<file path="src/frame_slot_pool_manager_defines.svh">
// Assertion macros shared by the frame slot pool manager RTL.
`ifndef FRAME_SLOT_POOL_MANAGER_DEFINES_SVH
`define FRAME_SLOT_POOL_MANAGER_DEFINES_SVH

// Invariant checked at every clock edge outside reset.
`define FSPM_ASSERT(lbl, clk, rstn, prop) \
  lbl: assert property (@(posedge clk) disable iff (!(rstn)) (prop)) \
    else $error("%m: invariant violated");

// Implication checked at every clock edge outside reset.
`define FSPM_ASSERT_IMPL(lbl, clk, rstn, ante, cons) \
  lbl: assert property (@(posedge clk) disable iff (!(rstn)) (ante) |-> (cons)) \
    else $error("%m: implication violated");

`endif

</file>
<file path="src/fspm_pkg.sv">
// Types and constants of the frame slot pool manager.
`timescale 1ns / 1ps

package fspm_pkg;

  localparam int unsigned SLOTS      = 16;
  localparam int unsigned SLOT_W     = $clog2(SLOTS);
  localparam int unsigned SLOT_CNT_W = $clog2(SLOTS + 1);

  localparam logic [7:0]            SLOT_ID_LIMIT = 8'(SLOTS);
  localparam logic [SLOT_CNT_W-1:0] SLOT_COUNT    = SLOT_CNT_W'(SLOTS);
  localparam logic [4:0]            THRESH_RESET  = 5'd1;

  typedef enum logic [2:0] {
    OP_ACQ_WRITE = 3'd0,
    OP_ACQ_READ  = 3'd1,
    OP_READ_DONE = 3'd2,
    OP_WRITE_OK  = 3'd3,
    OP_WRITE_BAD = 3'd4
  } opcode_e;

  typedef enum logic [1:0] {
    ST_OK        = 2'd0,
    ST_NO_SLOT   = 2'd1,
    ST_NOT_OWNED = 2'd2,
    ST_BAD_PHASE = 2'd3
  } status_e;

  typedef enum logic [1:0] {
    PH_EMPTY = 2'd0,
    PH_WRITE = 2'd1,
    PH_PREP  = 2'd2,
    PH_READ  = 2'd3
  } phase_e;

  typedef struct packed {
    logic [2:0] opcode;
    logic [7:0] slot_id;
  } req_t;

  typedef struct packed {
    logic [1:0] status;
    logic [3:0] granted_slot;
    logic       overwrote_prepared;
    logic [4:0] prepared_count;
  } rsp_t;

endpackage

</file>
<file path="src/frame_slot_pool_manager.sv">
// Frame slot pool manager: slot grant and return bookkeeping.
//
// Requests arrive on the in channel (in_valid_i / in_stall_o, payload
// in_data_i) and each produces exactly one response on the out channel
// (out_valid_o / out_stall_i, payload out_data_o). A transfer happens on a
// rising edge with valid high and stall low.
// A request is captured in the input register, the stack/FIFO/phase update
// runs combinationally from there and lands in the response register. One
// request per cycle is sustained while the receiver does not stall; the
// rate is set by the single-pass update of the 16-entry slot register file.
// When the receiver stalls, the response register holds and the input
// register keeps one more request; in_stall_o rises once both are full.
// The overwrite threshold is written via cfg_valid_i / cfg_ready_o /
// cfg_data_i, by the user only while the block is idle; this is not enforced.
// cfg_ready_o is always high. Reset puts every slot in the empty phase,
// loads the empty stack with ids 0..15 (top is 15), clears the prepared
// FIFO and sets the threshold to 1. No clearing pass is needed.
`timescale 1ns / 1ps
`include "frame_slot_pool_manager_defines.svh"

module frame_slot_pool_manager
  import fspm_pkg::*;
(
  input  logic       clk_i,
  input  logic       rst_ni,
  input  logic       in_valid_i,
  output logic       in_stall_o,
  input  req_t       in_data_i,
  output logic       out_valid_o,
  input  logic       out_stall_i,
  output rsp_t       out_data_o,
  input  logic       cfg_valid_i,
  output logic       cfg_ready_o,
  input  logic [4:0] cfg_data_i
);

  // input register
  logic in_valid_q, in_valid_d;
  req_t in_q, in_d;

  // response register
  logic out_valid_q, out_valid_d;
  rsp_t out_q, out_d;

  logic [4:0] thresh_q, thresh_d;

  // slot bookkeeping
  phase_e                slot_phase_q  [SLOTS];
  phase_e                slot_phase_d  [SLOTS];
  logic [SLOT_W-1:0]     empty_stack_q [SLOTS];
  logic [SLOT_W-1:0]     empty_stack_d [SLOTS];
  logic [SLOT_CNT_W-1:0] empty_depth_q, empty_depth_d;
  logic [SLOT_W-1:0]     prep_fifo_q   [SLOTS];
  logic [SLOT_W-1:0]     prep_fifo_d   [SLOTS];
  logic [SLOT_W-1:0]     fifo_head_q, fifo_head_d;
  logic [SLOT_W-1:0]     fifo_tail_q, fifo_tail_d;
  logic [SLOT_CNT_W-1:0] fifo_count_q, fifo_count_d;

  logic in_xfer;
  logic rsp_free;
  logic fire;

  assign rsp_free   = !out_valid_q || !out_stall_i;
  assign fire       = in_valid_q && rsp_free;
  assign in_stall_o = in_valid_q && !rsp_free;
  assign in_xfer    = in_valid_i && !in_stall_o;

  assign cfg_ready_o = 1'b1;
  assign out_valid_o = out_valid_q;
  assign out_data_o  = out_q;

  always_comb begin
    in_valid_d = in_xfer || (in_valid_q && !fire);
    in_d       = in_xfer ? in_data_i : in_q;
    thresh_d   = cfg_valid_i ? cfg_data_i : thresh_q;
  end

  // Single-pass update of the pool for the registered request.
  always_comb begin
    logic [SLOT_CNT_W-1:0] depth_m1;
    logic [SLOT_W-1:0]     id;
    logic [SLOT_W-1:0]     sid;
    logic                  sid_ok;
    phase_e                need;
    status_e               status;
    logic [SLOT_W-1:0]     granted;
    logic                  over;

    slot_phase_d  = slot_phase_q;
    empty_stack_d = empty_stack_q;
    empty_depth_d = empty_depth_q;
    prep_fifo_d   = prep_fifo_q;
    fifo_head_d   = fifo_head_q;
    fifo_tail_d   = fifo_tail_q;
    fifo_count_d  = fifo_count_q;

    depth_m1 = empty_depth_q - SLOT_CNT_W'(1);
    id       = '0;
    sid      = in_q.slot_id[SLOT_W-1:0];
    sid_ok   = in_q.slot_id < SLOT_ID_LIMIT;
    need     = (opcode_e'(in_q.opcode) == OP_READ_DONE) ? PH_READ : PH_WRITE;
    status   = ST_OK;
    granted  = '0;
    over     = 1'b0;

    unique case (opcode_e'(in_q.opcode))
      OP_ACQ_WRITE: begin
        if (empty_depth_q != '0) begin
          id                = empty_stack_q[depth_m1[SLOT_W-1:0]];
          empty_depth_d     = depth_m1;
          slot_phase_d[id]  = PH_WRITE;
          granted           = id;
        end else if (fifo_count_q != '0 && 5'(fifo_count_q) >= thresh_q) begin
          // no empty slot: reclaim the oldest unread frame
          id                = prep_fifo_q[fifo_head_q];
          fifo_head_d       = fifo_head_q + SLOT_W'(1);
          fifo_count_d      = fifo_count_q - SLOT_CNT_W'(1);
          slot_phase_d[id]  = PH_WRITE;
          granted           = id;
          over              = 1'b1;
        end else begin
          status = ST_NO_SLOT;
        end
      end
      OP_ACQ_READ: begin
        if (fifo_count_q != '0) begin
          id                = prep_fifo_q[fifo_head_q];
          fifo_head_d       = fifo_head_q + SLOT_W'(1);
          fifo_count_d      = fifo_count_q - SLOT_CNT_W'(1);
          slot_phase_d[id]  = PH_READ;
          granted           = id;
        end else begin
          status = ST_NO_SLOT;
        end
      end
      OP_READ_DONE, OP_WRITE_OK, OP_WRITE_BAD: begin
        if (!sid_ok) begin
          status = ST_NOT_OWNED;
        end else if (slot_phase_q[sid] != need) begin
          status = ST_BAD_PHASE;
        end else if (opcode_e'(in_q.opcode) == OP_WRITE_OK) begin
          slot_phase_d[sid] = PH_PREP;
          if (fifo_count_q < SLOT_COUNT) begin
            prep_fifo_d[fifo_tail_q] = sid;
            fifo_tail_d              = fifo_tail_q + SLOT_W'(1);
            fifo_count_d             = fifo_count_q + SLOT_CNT_W'(1);
          end
        end else begin
          slot_phase_d[sid] = PH_EMPTY;
          if (empty_depth_q < SLOT_COUNT) begin
            empty_stack_d[empty_depth_q[SLOT_W-1:0]] = sid;
            empty_depth_d                            = empty_depth_q + SLOT_CNT_W'(1);
          end
        end
      end
      default: begin
        // unused opcodes leave the pool untouched
        status = ST_OK;
      end
    endcase

    out_d.status             = status;
    out_d.granted_slot       = 4'(granted);
    out_d.overwrote_prepared = over;
    out_d.prepared_count     = 5'(fifo_count_d);
    out_valid_d              = fire || (out_valid_q && out_stall_i);
  end

  always_ff @(posedge clk_i or negedge rst_ni) begin
    if (!rst_ni) begin
      in_valid_q    <= 1'b0;
      out_valid_q   <= 1'b0;
      thresh_q      <= THRESH_RESET;
      empty_depth_q <= SLOT_COUNT;
      fifo_head_q   <= '0;
      fifo_tail_q   <= '0;
      fifo_count_q  <= '0;
      for (int i = 0; i < SLOTS; i++) begin
        slot_phase_q[i]  <= PH_EMPTY;
        empty_stack_q[i] <= SLOT_W'(i);
      end
    end else begin
      in_valid_q  <= in_valid_d;
      out_valid_q <= out_valid_d;
      thresh_q    <= thresh_d;
      if (fire) begin
        empty_depth_q <= empty_depth_d;
        fifo_head_q   <= fifo_head_d;
        fifo_tail_q   <= fifo_tail_d;
        fifo_count_q  <= fifo_count_d;
        slot_phase_q  <= slot_phase_d;
        empty_stack_q <= empty_stack_d;
      end
    end
  end

  // payload registers, no reset
  always_ff @(posedge clk_i) begin
    in_q <= in_d;
    if (fire) begin
      out_q       <= out_d;
      prep_fifo_q <= prep_fifo_d;
    end
  end

  // every slot sits in at most one of the two stores
  `FSPM_ASSERT(a_pool_conserved, clk_i, rst_ni,
    ({1'b0, empty_depth_q} + {1'b0, fifo_count_q}) <= {1'b0, SLOT_COUNT})
  // input side only stalls when both registers are occupied
  `FSPM_ASSERT_IMPL(a_stall_only_full, clk_i, rst_ni,
    in_stall_o, in_valid_q && out_valid_q && out_stall_i)
  // an overwrite is only granted with an empty stack and an ok status
  `FSPM_ASSERT_IMPL(a_overwrite_ok, clk_i, rst_ni,
    fire && out_d.overwrote_prepared,
    empty_depth_q == '0 && out_d.status == ST_OK)
  // a granted read always hands out a slot that was prepared
  `FSPM_ASSERT_IMPL(a_read_grant_prep, clk_i, rst_ni,
    fire && opcode_e'(in_q.opcode) == OP_ACQ_READ && out_d.status == ST_OK,
    slot_phase_q[prep_fifo_q[fifo_head_q]] == PH_PREP)

endmodule

</file>
<file path="config.mk">
export PLATFORM = sky130hd
export DESIGN_NAME = frame_slot_pool_manager
export DESIGN_NICKNAME = d
export VERILOG_FILES = /design/src/fspm_pkg.sv /design/src/frame_slot_pool_manager.sv
export VERILOG_INCLUDE_DIRS = /design/src /design/src/src
export SDC_FILE = /design/constraint.sdc
export NUM_CORES = 1
export LEC_CHECK = 0
export ABC_AREA = 0
export BUFFER_PORTS_ARGS = -buffer_cell sky130_fd_sc_hd__buf_2
export CAP_MARGIN = 25
export CORE_MARGIN = 4
export CORE_UTILIZATION = 49
export CTS_BUF_LIST = sky130_fd_sc_hd__clkbuf_16
export DETAILED_ROUTE_END_ITERATION = 10
export HOLD_SLACK_MARGIN = 0.1
export PLACE_DENSITY = 0.69
export RECOVER_POWER = 50
export SETUP_SLACK_MARGIN = 0.5
export SLEW_MARGIN = 20
export SYNTH_ARGS = -nofsm -noshare
export SYNTH_HDL_FRONTEND = slang
export SYNTH_SLANG_ARGS = --single-unit
</file>
<file path="constraint.sdc">
create_clock -name clk_i -period 4.2 [get_ports clk_i]
set_input_delay 0.42 -clock clk_i [delete_from_list [all_inputs] [get_ports clk_i]]
set_output_delay 0.42 -clock clk_i [all_outputs]
set_load 0.01 [all_outputs]
</file>
==> results of run 1 <==
[layer usage]
| layer | up-vias | track usage [%] | wire [um] |
|---|---|---|---|
| met4 | 0 | 6.92 | 875 |
| met5 | - | 0 | 0 |
| li1 | 3348 | - | - |
| met1 | 3627 | 30.6 | 10900 |
| met2 | 331 | 34.1 | 11800 |
| met3 | 78 | 3.95 | 2020 |
[power by group]
part	leakage (nW)	switching [mW]	total, mW	internal, mW
logic	2.10	0.500	0.829	0.329
registers	2.29	0.0816	2.28	2.20
clock network	0.383	0.797	1.93	1.13
[stage by stage]
step	utilization, %	area, um2	hold slack [ns]	cells	power, mW
2_1_floorplan	-	10600	0.124	872	2.89
3_3_place_gp	52.2	11000	0.469	1146	3.13
3_5_place_dp	52.2	11000	0.477	1146	3.14
4_1_cts	56.1	11900	0.102	1195	5.07
5_1_grt	56.1	11900	0.132	1200	5.24
6_report	56.1	11900	0.118	1200	5.03
[worst max-delay path, cell delays in order, from the launching register on]
cell      delay (ns)
edfxtp_1        0.53
mux4_2          0.56
mux4_2          0.54
xnor2_1         0.26
nand3_2         0.21
nor4b_4         0.31
buf_4           0.21
nand2_1         0.17
nor2_1          0.33
[area by class of cell]
type | count | area share [%]
Tap cell | 275 | 2.90
Multi-Input combinational cell | 588 | 39.2
Clock buffer | 25 | 5.27
Timing Repair Buffer | 66 | 3.30
Sequential cell | 208 | 47.8
Clock inverter | 16 | 0.843
Inverter | 22 | 0.695
[flip-flops by register name (all words and copies together) (netlist names)]
signal         cells
fifo_tail_q        4
fifo_head_q        4
empty_depth_q      5
fifo_count_q       5
empty_stack_q     64
thresh_q           5
in_q              11
slot_phase_q      32
out_valid_o        1
prep_fifo_q       64
out_data_o        12
in_valid_q         1
[cells by family (layout without fill, tap and decap cells)]
kind of cell	after synthesis	in the layout	share of synthesized area [%]
buf+inv	76	129	2.91
flops	208	208	53.5
fa+ha+maj	17	17	2.00
mux	136	136	18.2
xor+xnor	16	16	1.32
simple gates	262	262	11.9
compound gates	156	156	10.1
other cells	1	1	0.0353
[how the worst min path moves through the flow]
stage                              to  slack [ns]  cells after the start
finish                     in_valid_q        0.12                      2
global route               in_valid_q        0.13                      2
CTS                           in_q[8]        0.10                      1
detailed placement        out_valid_o        0.48                      1
global placement    empty_stack_q[39]        0.47                      1
floorplan            empty_depth_q[0]        0.12                      0
[cells in the mapped netlist, types with 22 or more instances]
cell type	instances	share of area, %
inv_1	22	0.78
nand3_1	25	1.2
dfstp_2	34	8.4
dfrtp_1	87	21
o21ai_0	23	1.1
nor2_1	68	2.4
mux2_2	65	6.9
nand2_1	80	2.8
edfxtp_1	87	25
mux2i_1	28	2.6
clkbuf_1	38	1.3
mux4_2	39	8.3
nor3_1	22	1.0
[repair_timing]
action | in CTS | in global routing
buffers inserted | 0 | 5
pin swaps | 0 | 1
hold buffers | 8 | 0
hold endpoints to repair | 62 | 0
setup endpoints to repair | 15 | 66
resized for setup | 4 | 1
==> flow_metrics.py, run 1 <==
metrics = {
    "placement": {
        "portBuffers": 34,
        "hpwlAfterDp_um": 17700,
        "pre_cts_slack_ns": 0.429,
        "gp_congestion": 0.894,
    },
    "hold_path": {
        "hold_start": "in_valid_i",
        "hold_path.class": "input pin to register",
    },
    "grt": {
        "overflow": 0,
        "antenna_found_initial": 0,
        "grt_pass1_vias": 7287,
        "grtUsageTotal_pct": 21.6,
        "grt_pass1_wl_um": 41100,
        "grt_max_degree": 65,
    },
    "sta": {
        "fin_ws_ns": 0.724,
        "period_needed_ns": 3.48,
        "rsz0062_at_grt": "false",
        "setup-tns-final_ns": 0,
        "setup-violations-final": 0,
        "slew_violations": 96,
        "tightest_slew_ns": 1.70,
        "finalHoldViolCount": 0,
        "finClkSkew_ns": 0.0217,
        "clock.fmax_ghz": 0.288,
        "period_share_pct": 82.8,
        "maxSlewHeadroom_pct": -13.2,
    },
    "setup_path": {
        "rrSetupSlack_ns": 0.72,
        "start_kind": "register",
        "cp_max_fo": 7,
        "critPathLaunch": "in_q[1]",
        "path_class": "register to register",
        "crit_required_ns": 4.36,
        "endpoint": "prep_fifo_q[35]",
        "cp-end-kind": "register",
        "timing.rr.start": "in_q[1]",
        "reg2regPathDepth": 8,
        "arrival_ns": 3.64,
        "r2r-end": "prep_fifo_q[35]",
    },
    "synth": {
        "yosysWarnings": 0,
        "ys.flop_type": "edfxtp_1",
        "ys_async_sr_fraction_pct": 58.2,
        "synth_cells": 872,
        "synth_edf_count": 87,
        "synth.yosys.seq_area_share_pct": 53.5,
        "syn-num-nets": 910,
        "synth-seq-cells": 208,
        "synthDistinctLibCells": 61,
        "synthesis.area_um2": 10600,
        "synth.avg_cell_area_um2": 12.2,
    },
    "clock_network": {
        "cts_root_buf": "clkbuf_16",
        "tritoncts": "built",
        "clk_pin_slew_ns": 0.06,
        "htreeDepth": 1,
        "cts_buffers": 23,
        "cts_sinks": 208,
        "clock_latency_ns": 0.51,
        "cts_max_path_buffers": 3,
    },
    "routing": {
        "drt_iter0_drc": 746,
        "drc_errors": 0,
        "post_drt_wl_per_cell_um": 21.4,
        "avgViaCountPerCell": 6.15,
        "antenna_left": 0,
        "drtPass1Iterations": 6,
        "routed_wl_um": 25700,
        "num_vias": 7384,
    },
    "layout": {
        "final_cell_mix": "dfrtp_1, edfxtp_1, nand2_1, nor2_1, mux2_2",
        "multiInputGateArea_um2": 4650,
        "diodes": 0,
        "fill_cells": 1768,
        "regArea_um2": 5680,
        "nets": 947,
        "final_layout_size_suffix_gt1_share_pct": 23.5,
        "area_growth_pct": 11.9,
    },
    "die": {
        "fp.coreArea_um2": 21200,
        "die_area_um2": 24100,
        "fp.dieH_um": 155,
        "num_rows": 53,
        "ios": 36,
        "chipWidth_um": 155,
        "initial_core_util_pct": 50.2,
    },
    "run": {
        "maxCapViolations": 2,
    },
    "power": {
        "ir_drop_mv": 0.344,
        "power.density_nw_per_um2": 424,
        "power.leakage_nw": 4.77,
    },
    "outcome": {
        "violations": "capacitance limit, slew limit",
        "outcome": "finished with violations",
    },
}
Note: power is estimated with default switching activity, not from simulation.
==> run 2, diff against run 1 <==
==> constraint.sdc (replaced) <==
create_clock -name clk_i -period 3.4 [get_ports clk_i]
set_input_delay 0.34 -clock clk_i [delete_from_list [all_inputs] [get_ports clk_i]]
set_output_delay 0.34 -clock clk_i [all_outputs]
set_load 0.01 [all_outputs]
==> run 2 against run 1 <==
  * The run still ends with capacitance limit, slew limit left
  * Clock power is 38% higher
  * Via count is 4.8% higher
  * Sequential power is 23% higher
  * Critical endpoint is now empty_stack_q[41]
  * Largest cell class unchanged
==> flow_metrics.py, run 2 (synthesis gave the netlist of run 1 again) <==
metrics = {
    "clock_network": {
        "cts_buffers": 24,
        "cts_max_path_buffers": 3,
        "htreeDepth": 1,
        "clock_latency_ns": 0.52,
        "clk_pin_slew_ns": 0.06,
        "cts_sinks": 208,
        "cts_root_buf": "clkbuf_16",
        "tritoncts": "built",
    },
    "die": {
        "die_area_um2": 24100,
        "initial_core_util_pct": 50.2,
        "ios": 36,
        "fp.coreArea_um2": 21200,
        "num_rows": 53,
        "chipWidth_um": 155,
        "fp.dieH_um": 155,
    },
    "routing": {
        "routed_wl_um": 28000,
        "drt_iter0_drc": 781,
        "drc_errors": 0,
        "num_vias": 7740,
        "drtPass1Iterations": 7,
        "post_drt_wl_per_cell_um": 22.5,
        "antenna_left": 0,
        "avgViaCountPerCell": 6.22,
    },
    "sta": {
        "rsz0062_at_grt": "true",
        "slew_violations": 79,
        "period_share_pct": 93.3,
        "finClkSkew_ns": 0.0103,
        "setup-violations-final": 0,
        "setup-tns-final_ns": 0,
        "period_needed_ns": 3.17,
        "finalHoldViolCount": 0,
        "whs_ns": 0.124,
        "tightest_slew_ns": 1.88,
        "clock.fmax_ghz": 0.315,
        "maxSlewHeadroom_pct": -25.5,
        "fin_ws_ns": 0.227,
    },
    "placement": {
        "dp.cells": 1151,
        "gp_congestion": 0.916,
        "pre_cts_slack_ns": -0.258,
        "hpwlAfterDp_um": 17800,
        "portBuffers": 34,
        "placed_cell_area_um2": 11200,
    },
    "setup_path": {
        "path_class": "register to register",
        "max_stage_delay_ns": 0.59,
        "slowest_stage": "mux4_2",
        "crit_family": "multiplexers",
        "start_kind": "register",
        "crit_buf_inv": 5,
        "worstPathCellList": "clkbuf_1 -> mux4_2 -> a22oi_2 -> nand2_1 -> nand3_2 -> buf_4 -> buf_4 -> nor2_4 -> buf_12 -> buf_4 -> nand3_4 -> mux2_2",
        "arrival_ns": 3.57,
        "crit_top_cell": "buf_4",
        "cp-end-kind": "register",
        "cp_max_fo": 12,
        "crit_required_ns": 3.80,
    },
    "layout": {
        "final_util_pct": 61.3,
        "fill_cells": 1598,
        "area_growth_pct": 22.2,
        "instances_no_fill": 1244,
        "final_area_um2": 13000,
        "diodes": 0,
        "final_common_cell": "edfxtp_1",
        "final_layout_size_suffix_gt1_share_pct": 32.7,
        "top_regs": "empty_stack_q: 64 flops, prep_fifo_q: 64 flops, slot_phase_q: 32 flops",
        "final_cell_mix": "edfxtp_1, dfrtp_1, nand2_1, mux2_2, nor2_1",
        "nets": 989,
    },
    "hold_path": {
        "hold_path.class": "input pin to register",
    },
    "power": {
        "ir_drop_mv": 0.402,
        "power.leakage_nw": 5.12,
        "p_total_mw": 6.81,
        "power.density_nw_per_um2": 525,
    },
    "grt": {
        "grt_pass1_wl_um": 43500,
        "grt_pass1_vias": 7594,
        "antenna_found_initial": 0,
        "grt_max_degree": 79,
        "overflow": 0,
        "grtUsageTotal_pct": 22.8,
    },
    "run": {
        "maxCapViolations": 1,
    },
    "outcome": {
        "violations": "capacitance limit, slew limit",
        "outcome": "finished with violations",
    },
}
run 2: cell count changes in the layout (fill, tap and decap cells not counted), sizes merged:
| cell | before | now |
|---|---|---|
| dlygate4sd3 | 8 | 20 |
| buf | 34 | 60 |
| clkbuf | 49 | 52 |
| inv | 29 | 30 |
| bufinv | 1 | 3 |
run 2: worst paths after layout:
path	cells after the start	to	from	slack [ns]
hold / removal	2	thresh_q[2]	cfg_valid_i	0.12
min in group asynchronous	2	slot_phase_q[25]	rst_ni	0.37
hold reg to reg	1	empty_stack_q[36]	empty_stack_q[36]	0.50
max in group asynchronous	3	fifo_tail_q[0]	rst_ni	0.78
setup / recovery	12	empty_stack_q[41]	in_q[0]	0.23
setup reg to reg	12	empty_stack_q[41]	in_q[0]	0.23
run 2: cell type report:
| type | instances | area (um2) | area share (%) |
|---|---|---|---|
| Sequential cell | 208 | 5690 | 43.8 |
| Multi-Input combinational cell | 588 | 5100 | 39.3 |
| Timing Repair Buffer | 107 | 928 | 7.16 |
| Clock buffer | 25 | 626 | 4.82 |
| Tap cell | 275 | 344 | 2.65 |
| Clock inverter | 19 | 203 | 1.56 |
| Inverter | 22 | 82.6 | 0.637 |
run 2: routing by layer:
layer	vias up	routed length, um	part of all wire [%]	track usage (%)
met5	-	0	0	0
met4	0	935	3.3	7.84
met3	69	1890	6.7	3.67
met2	345	13200	47	35.4
met1	3882	12100	43	32.9
li1	3444	-	-	-
run 2: power breakdown:
group          internal [mW]  switching [mW]  leakage, nW  total [mW]
Sequential              2.71          0.0972         2.28        2.81
Clock                   1.59            1.08        0.414        2.67
Combinational          0.562           0.758         2.42        1.32
run 2: what timing repair did:
action                                  in CTS  in global routing
hold endpoints to repair                    60                  0
gates cloned                                 2                  3
endpoints found under the setup margin     173                170
hold buffers                                20                  0
pin swaps                                   21                 13
gates resized for setup                     61                 52
setup buffers                               14                 10
